`config.mk`:
```
export PLATFORM = sky130hd
export DESIGN_NAME = ppc_ctrl
export DESIGN_NICKNAME = d
export VERILOG_FILES = /design/src/hdl/ppc_pkg.sv /design/src/hdl/ppc_ctrl.sv
export SDC_FILE = /design/constraint.sdc
export NUM_CORES = 1
export LEC_CHECK = 0
export BUFFER_PORTS_ARGS = -buffer_cell sky130_fd_sc_hd__buf_2
export CORE_UTILIZATION = 50
export CTS_CLUSTER_SIZE = 16
export DETAILED_ROUTE_END_ITERATION = 10
export GPL_ROUTABILITY_DRIVEN = 0
export PLACE_DENSITY = 0.74
export SLEW_MARGIN = 20
export SYNTH_ARGS = -nofsm -noshare
export SYNTH_HDL_FRONTEND = slang
export SYNTH_SLANG_ARGS = --single-unit
```
`constraint.sdc`:
```
create_clock -name clk -period 2.6 [get_ports clk]
set_input_delay 0 -clock clk [delete_from_list [all_inputs] [get_ports clk]]
set_output_delay 0 -clock clk [all_outputs]
set_load 0.01 [all_outputs]
```
`src/hdl/ppc_pkg.sv`:
```
// Shared types, constants and helpers for the polygon plane clipper.
`default_nettype none

package ppc_pkg;

  // Polygon and buffer sizes.
  localparam int MAX_IN_VERTS = 16;
  localparam int OUT_DEPTH    = 32;
  localparam int MIN_VERTS    = 3;
  localparam int NAXES        = 3;

  localparam int AW  = $clog2(OUT_DEPTH);
  localparam int CW  = $clog2(OUT_DEPTH + 1);
  localparam int ICW = $clog2(MAX_IN_VERTS + 1);

  // Field widths.
  localparam int XW     = 32;
  localparam int NW     = 18;
  localparam int DW     = 34;
  localparam int EW     = 16;
  localparam int CFG_IW = 3;
  localparam int CFG_DW = 32;

  // The crossing parameter is a Q0.16 fraction, one quotient bit per step.
  localparam int DIV_STEPS = 16;
  localparam int SW        = $clog2(DIV_STEPS);

  // Register reset values.
  localparam logic signed [NW-1:0] RST_NORMAL_X    = 18'sh00000;
  localparam logic signed [NW-1:0] RST_NORMAL_Y    = 18'sh10000;
  localparam logic signed [NW-1:0] RST_NORMAL_Z    = 18'sh00000;
  localparam logic signed [XW-1:0] RST_OFFSET      = 32'sh0;
  localparam logic                 RST_KEEP_INSIDE = 1'b1;
  localparam logic [EW-1:0]        RST_EPSILON     = 16'd66;

  // Distance saturation bounds, seen from the 38-bit pre-saturation sum.
  localparam logic signed [37:0] SUM_MAX = 38'sh01_FFFF_FFFF;
  localparam logic signed [37:0] SUM_MIN = 38'sh3E_0000_0000;
  localparam logic signed [DW-1:0] DIST_MAX = 34'sh1_FFFF_FFFF;
  localparam logic signed [DW-1:0] DIST_MIN = 34'sh2_0000_0000;

  typedef enum logic [CFG_IW-1:0] {
    CFG_NORMAL_X     = 3'd0,
    CFG_NORMAL_Y     = 3'd1,
    CFG_NORMAL_Z     = 3'd2,
    CFG_PLANE_OFFSET = 3'd3,
    CFG_KEEP_INSIDE  = 3'd4,
    CFG_EPSILON      = 3'd5
  } cfg_idx_t;

  typedef enum logic [1:0] {
    AX_X = 2'd0,
    AX_Y = 2'd1,
    AX_Z = 2'd2
  } axis_t;

  typedef struct packed {
    logic signed [XW-1:0] pos_x;
    logic signed [XW-1:0] pos_y;
    logic signed [XW-1:0] pos_z;
    logic                 vertex_last;
  } vtx_in_t;

  typedef struct packed {
    logic signed [XW-1:0] out_x;
    logic signed [XW-1:0] out_y;
    logic signed [XW-1:0] out_z;
    logic                 out_valid;
    logic                 out_last;
  } vtx_out_t;

  typedef struct packed {
    logic [XW-1:0] x;
    logic [XW-1:0] y;
    logic [XW-1:0] z;
  } vec3_t;

  // Commands from the controller to the datapath.
  typedef struct packed {
    logic          load_in;
    logic          dist_mul;
    logic          dist_acc;
    logic          dist_first;
    logic          dist_fin;
    logic          close;
    logic          push_a;
    logic          div_init;
    logic          div_step;
    logic          itp_mul;
    logic          itp_add;
    logic          push_i;
    logic          advance;
    logic [AW-1:0] addr;
    logic          ld0;
    logic          ldj;
    logic          wrap;
    logic          sq_mul;
    logic          sq_acc;
    logic          sq_first;
    logic          keep_wr;
    logic          emit_chk;
    logic          emit_inv;
    logic          clear;
    axis_t         mul_ax;
    axis_t         acc_ax;
  } cmd_t;

  // Status from the datapath to the controller.
  typedef struct packed {
    logic          room;
    logic          first;
    logic          enough;
    logic          last;
    logic          keep_a;
    logic          crossing;
    logic          cnt_ok;
    logic [CW-1:0] clip_n;
  } stat_t;

  function automatic logic [XW-1:0] pick(vec3_t v, axis_t a);
    case (a)
      AX_X:    pick = v.x;
      AX_Y:    pick = v.y;
      AX_Z:    pick = v.z;
      default: pick = v.x;
    endcase
  endfunction

endpackage

`default_nettype wire

```
`src/hdl/ppc_ctrl.sv`:
```
// Sequencing state machine of the polygon plane clipper.
`default_nettype none

module ppc_ctrl (
  input  logic           clk,
  input  logic           rst,
  input  logic           start,
  input  ppc_pkg::stat_t stat,
  output logic           busy,
  output ppc_pkg::cmd_t  cmd
);

  typedef enum logic [19:0] {
    S_IDLE  = 20'h00001,
    S_MUL   = 20'h00002,
    S_DFIN  = 20'h00004,
    S_EDGE  = 20'h00008,
    S_DIV   = 20'h00010,
    S_ITP   = 20'h00020,
    S_PUSHI = 20'h00040,
    S_ADV   = 20'h00080,
    S_TAIL  = 20'h00100,
    S_RD0   = 20'h00200,
    S_LD0   = 20'h00400,
    S_RDJ   = 20'h00800,
    S_LDJ   = 20'h01000,
    S_SQ    = 20'h02000,
    S_KEEP  = 20'h04000,
    S_ECHK  = 20'h08000,
    S_ERD   = 20'h10000,
    S_EOUT  = 20'h20000,
    S_INV   = 20'h40000,
    S_DONE  = 20'h80000
  } state_t;

  state_t                   state, state_next;
  logic [ppc_pkg::SW-1:0]   step, step_next;
  logic [ppc_pkg::AW-1:0]   idx, idx_next;
  logic                     close, close_next;
  logic [ppc_pkg::CW-1:0]   idx_inc;
  logic                     idx_last;
  logic                     step_lt;
  logic                     step_end;

  assign busy = (state != S_IDLE);

  always_comb begin
    idx_inc  = ppc_pkg::CW'(idx) + ppc_pkg::CW'(1);
    idx_last = (idx_inc == stat.clip_n);
    step_lt  = (step < ppc_pkg::SW'(ppc_pkg::NAXES));
    step_end = (step == ppc_pkg::SW'(ppc_pkg::NAXES));

    cmd        = '0;
    cmd.addr   = idx;
    cmd.close  = close;
    cmd.mul_ax = ppc_pkg::axis_t'(step[1:0]);
    cmd.acc_ax = ppc_pkg::axis_t'(step[1:0] - 2'd1);

    state_next = state;
    step_next  = step;
    idx_next   = idx;
    close_next = close;

    unique case (state)
      S_IDLE: begin
        if (start) begin
          cmd.load_in = 1'b1;
          step_next   = '0;
          close_next  = 1'b0;
          state_next  = stat.room ? S_MUL : S_TAIL;
        end
      end
      S_MUL: begin
        cmd.dist_mul   = step_lt;
        cmd.dist_acc   = (step != '0);
        cmd.dist_first = (step == ppc_pkg::SW'(1));
        if (step_end) begin
          state_next = S_DFIN;
        end else begin
          step_next = step + ppc_pkg::SW'(1);
        end
      end
      S_DFIN: begin
        cmd.dist_fin = 1'b1;
        state_next   = stat.first ? S_ADV : S_EDGE;
      end
      S_EDGE: begin
        cmd.push_a   = stat.keep_a;
        cmd.div_init = 1'b1;
        step_next    = '0;
        if (stat.crossing) begin
          state_next = S_DIV;
        end else begin
          state_next = close ? S_RD0 : S_ADV;
        end
      end
      S_DIV: begin
        cmd.div_step = 1'b1;
        if (step == ppc_pkg::SW'(ppc_pkg::DIV_STEPS - 1)) begin
          step_next  = '0;
          state_next = S_ITP;
        end else begin
          step_next = step + ppc_pkg::SW'(1);
        end
      end
      S_ITP: begin
        cmd.itp_mul = step_lt;
        cmd.itp_add = (step != '0);
        if (step_end) begin
          state_next = S_PUSHI;
        end else begin
          step_next = step + ppc_pkg::SW'(1);
        end
      end
      S_PUSHI: begin
        cmd.push_i = 1'b1;
        state_next = close ? S_RD0 : S_ADV;
      end
      S_ADV: begin
        cmd.advance = 1'b1;
        state_next  = S_TAIL;
      end
      S_TAIL: begin
        if (!stat.last) begin
          state_next = S_IDLE;
        end else if (stat.enough) begin
          close_next = 1'b1;
          state_next = S_EDGE;
        end else begin
          state_next = S_INV;
        end
      end
      S_RD0: begin
        cmd.addr = '0;
        if (stat.clip_n == '0) begin
          state_next = S_INV;
        end else begin
          state_next = S_LD0;
        end
      end
      S_LD0: begin
        cmd.ld0    = 1'b1;
        idx_next   = '0;
        state_next = S_RDJ;
      end
      S_RDJ: begin
        cmd.addr   = idx_inc[ppc_pkg::AW-1:0];
        state_next = S_LDJ;
      end
      S_LDJ: begin
        cmd.ldj    = 1'b1;
        cmd.wrap   = idx_last;
        step_next  = '0;
        state_next = S_SQ;
      end
      S_SQ: begin
        cmd.sq_mul   = step_lt;
        cmd.sq_acc   = (step != '0);
        cmd.sq_first = (step == ppc_pkg::SW'(1));
        if (step_end) begin
          state_next = S_KEEP;
        end else begin
          step_next = step + ppc_pkg::SW'(1);
        end
      end
      S_KEEP: begin
        cmd.keep_wr = 1'b1;
        if (idx_last) begin
          state_next = S_ECHK;
        end else begin
          idx_next   = idx + ppc_pkg::AW'(1);
          state_next = S_RDJ;
        end
      end
      S_ECHK: begin
        if (stat.cnt_ok) begin
          idx_next   = '0;
          state_next = S_ERD;
        end else begin
          state_next = S_INV;
        end
      end
      S_ERD: begin
        state_next = S_EOUT;
      end
      S_EOUT: begin
        cmd.emit_chk = 1'b1;
        if (idx_last) begin
          state_next = S_DONE;
        end else begin
          idx_next   = idx + ppc_pkg::AW'(1);
          state_next = S_ERD;
        end
      end
      S_INV: begin
        cmd.emit_inv = 1'b1;
        state_next   = S_DONE;
      end
      S_DONE: begin
        cmd.clear  = 1'b1;
        state_next = S_IDLE;
      end
      default: begin
        state_next = S_IDLE;
      end
    endcase
  end

  always_ff @(posedge clk) begin
    if (rst) begin
      state <= S_IDLE;
      step  <= '0;
      idx   <= '0;
      close <= 1'b0;
    end else begin
      state <= state_next;
      step  <= step_next;
      idx   <= idx_next;
      close <= close_next;
    end
  end

endmodule

`default_nettype wire

```
==> results.md <==
- Final period util: 94.51%
- Ant diodes: 0
- Worst r2r src: state[6]$_SDFFE_PP0P_
- Cells on worst reg2reg path: 6
- Ranking of synthesized cells by area: dfxtp_1 (25%), nand2_1 (5.6%), nor2_1 (5.1%)
- Die W: 70.74 µm
- H-tree depth: 2
- TritonCTS clock tree: yes
- Worst-Margin Slew: 0.5157 ns
- Max Fclk: 406.9 MHz
- Synth Cell Area: 2362 µm²
- Status: finished, violations left
- Crit path arrival time: 2.65 ns
- Clock power frac: 36.0%
- Critical Path Source: state[6]$_SDFFE_PP0P_
- Synthesized area per cell: 7.596 µm²
- Vias in the first global route: 2,391
- Peak VDD IR: 0.3073 mV
- Initial Util: 53.15%
- Final net count: 401
- Root buf cell: clkbuf_8
- Final hold violation count: 0
- Finish-stage setup viols: 0
- Vias/cell: 6.065
- Area leader, netlist: dfxtp_1
- Synth top cells by count: nand2_1 (35), nor2_1 (32), dfxtp_1 (30)
- HP Class: input port to register
- Pwr/cell area: 388.7 nW/µm²
- Hold WS: 0.01932 ns
- Antenna Nets Post-Route: 0
- Syn Inst Count: 311
- Io pins: 49
- WP buf/inv: 0
- P_int: 0.0007881 W
- Post-route DRC: 4
- CP endpoint kind: register
- Largest net degree at the start of global routing: 23
- Total Wirelength: 6.899 mm
- Post-synth ARST share: 0%
- Library cells used by synthesis: 55
- Met1 wire length: 2.956 mm
- Share of cells above drive strength 1: 27.49%
- Die area: 5003 µm²
- Top sig layer: met4
- Seq pwr share: 41.6%
- CTS Sinks: 30
- Post-synth EDFFs: 0
- Syn_nets: 331
- YS warnings: 0
- DR WL met2: 3.332 mm
- CORE AREA: 4444 µm²
- Prevailing post-synth register cell: dfxtp_1
- Worst-Skew Late Latency: 0.29 ns
- Initial antenna violation count: 0
- Post-CTS Setup Inserts: 0
- Area Growth Syn to Fin: 23.62%
- Number of I/O port buffers: 48
- Seq/Total Area, Yosys: 25.42%
- Setup crit start kind: register
- # Max-Cap Violations: 0
- TNS Setup: 0 ns
- Failing checks: DRC
- Gate power share: 22.4%
- Hpwl dp: 5.291 mm
- Hold Startpoint: stat[10]
- Fin. max-slew vios: 0
- Crit-path most repeated cell: or4_1
- Metal3 WL: 459 µm
- Clock skew: 0.009638 ns
- DR iter-0 viols: 163
- Sw Share: 30.57%
- Total GRT Usage: 28.23%
- Row count: 24
- Setup Crit Path Kind: register to register
- WHS Endpoint: state[3]$_SDFFE_PP0P_
- R2r setup slk: 0.14 ns
- Crit Reg-Reg Endpoint: state[0]$_SDFFE_PP1P_
- WHS Path Cells: 3
- Slew HR: 65.30%
- Avg WL per Cell: 15.90 µm
- Crit path time final: 2.457 ns
- First-pass GRT wire length: 11.10 mm
- CTS max path bufs: 2
- Net Sw Power: 0.0003470 W
- CTS clock-pin slew for the worst setup and hold paths: 0.07 ns
- CP max FO: 7
- Total clock buffers created by CTS: 5
- Drt first pass iters: 8
- Max incr delay on CP: 0.70 ns
- Chain of cells forming the critical path: or4_1 > nor4_2 > and4b_1 > or4_2 > or4_1 > o311ai_0
- Levels on crit path: 6
- Largest delay share family, worst path: simple AND/OR/NAND/NOR gates
- FF+latch count, synth: 30
- Final core occ: 65.71%
- CP required: 2.80 ns
- Setup repair after global routing missed its margin: false
- Share of the synthesized area in the top cell type: 25.42%
- Pleak: 1.280 nW
- Most frequent cell after synthesis: nand2_1
- Slowest CP cell: or4_2
- Vias: 2,632
- Overflow left after global routing: 0
- DIE HEIGHT: 70.74 µm
[tightest hold or removal path, stage by stage]
cell     delay [ns]
buf_2          0.10
nand3_1        0.10
a21oi_1        0.07
[power groups by stage]
stage          Clock [W]  Sequential (W)  Combinational, W
4_1_cts         0.000413        0.000472          0.000248
2_1_floorplan          0        0.000480          0.000150
3_5_place_dp           0        0.000482          0.000241
6_report        0.000409        0.000472          0.000254
5_1_grt         0.000432        0.000472          0.000277
3_3_place_gp           0        0.000482          0.000240
[what timing repair did]
item	CTS	global route
endpoints found under the setup margin	0	3
hold endpoints to repair	5	0
hold buffers	4	0
resized for setup	0	1
[layout make-up]
cell class              count  area [µm²]
fillers                   392        1524
multi-input cells         256        1643
inverters                   9       33.78
flip-flops and latches     30       600.6
clock inverters             2       12.51
clock buffers               6       82.58
repair buffers             79       483.0
well taps                  52       65.06
[per-layer routing]
layer  track usage, %  up-vias
li1                 -     1302
met3            6.125       18
met5                0        -
met1            34.15     1206
met2            48.72      106
met4            11.33        0
[sequential cells by signal, summed over array words and instances (netlist names)]
name and flops:
idx 5, state 20, close 1, step 4
[kinds of logic (layout without fill, tap and decap cells)]
family | Yosys count | in the layout | share of synthesized area, %
AO/OA/AOI/OAI | 53 | 53 | 14.88
XOR/XNOR | 13 | 13 | 6.727
adder cells (fa/ha/maj) | 4 | 4 | 2.119
buffers and inverters | 25 | 96 | 5.350
flip-flops | 30 | 30 | 25.42
multiplexers | 1 | 1 | 0.4767
AND/OR/NAND/NOR | 185 | 185 | 45.02
[cell usage in the layout, fill, tap and decap left out, drive strengths merged, types with 4 or more instances in the layout]
cell type	netlist	final
a21oi	15	15
a31o	4	4
a31oi	6	6
and3	7	7
buf	8	75
clkbuf	8	6
dfxtp	30	30
dlygate4sd3	0	4
ha	4	4
inv	9	9
nand2	35	35
nand2b	4	4
nand3	18	18
nand3b	4	4
nand4	7	7
nand4b	4	4
nor2	32	32
nor2b	5	5
nor3	18	18
nor3b	5	5
nor4	12	12
o21ai	12	12
or2	5	5
or4	13	13
xnor2	7	7
[worst max path at each step]
stage | end
floorplan | step[0]$_SDFFE_PP0P_
global placement | state[14]$_SDFFE_PP0P_
detailed placement | state[6]$_SDFFE_PP0P_
CTS | state[14]$_SDFFE_PP0P_
global route | cmd[14]
finish | state[0]$_SDFFE_PP1P_
[stage by stage]
stage	area [µm²]	setup slack, ns	power [W]	instances
2_1_floorplan	2362	0.1818	0.0006299	311
3_3_place_gp	2778	0.2084	0.0007213	422
3_5_place_dp	2778	0.1756	0.0007235	422
4_1_cts	2913	0.1377	0.001133	434
5_1_grt	2920	0.01345	0.001181	434
6_report	2920	0.1427	0.001135	434
Power figures use the tool's default switching activity.
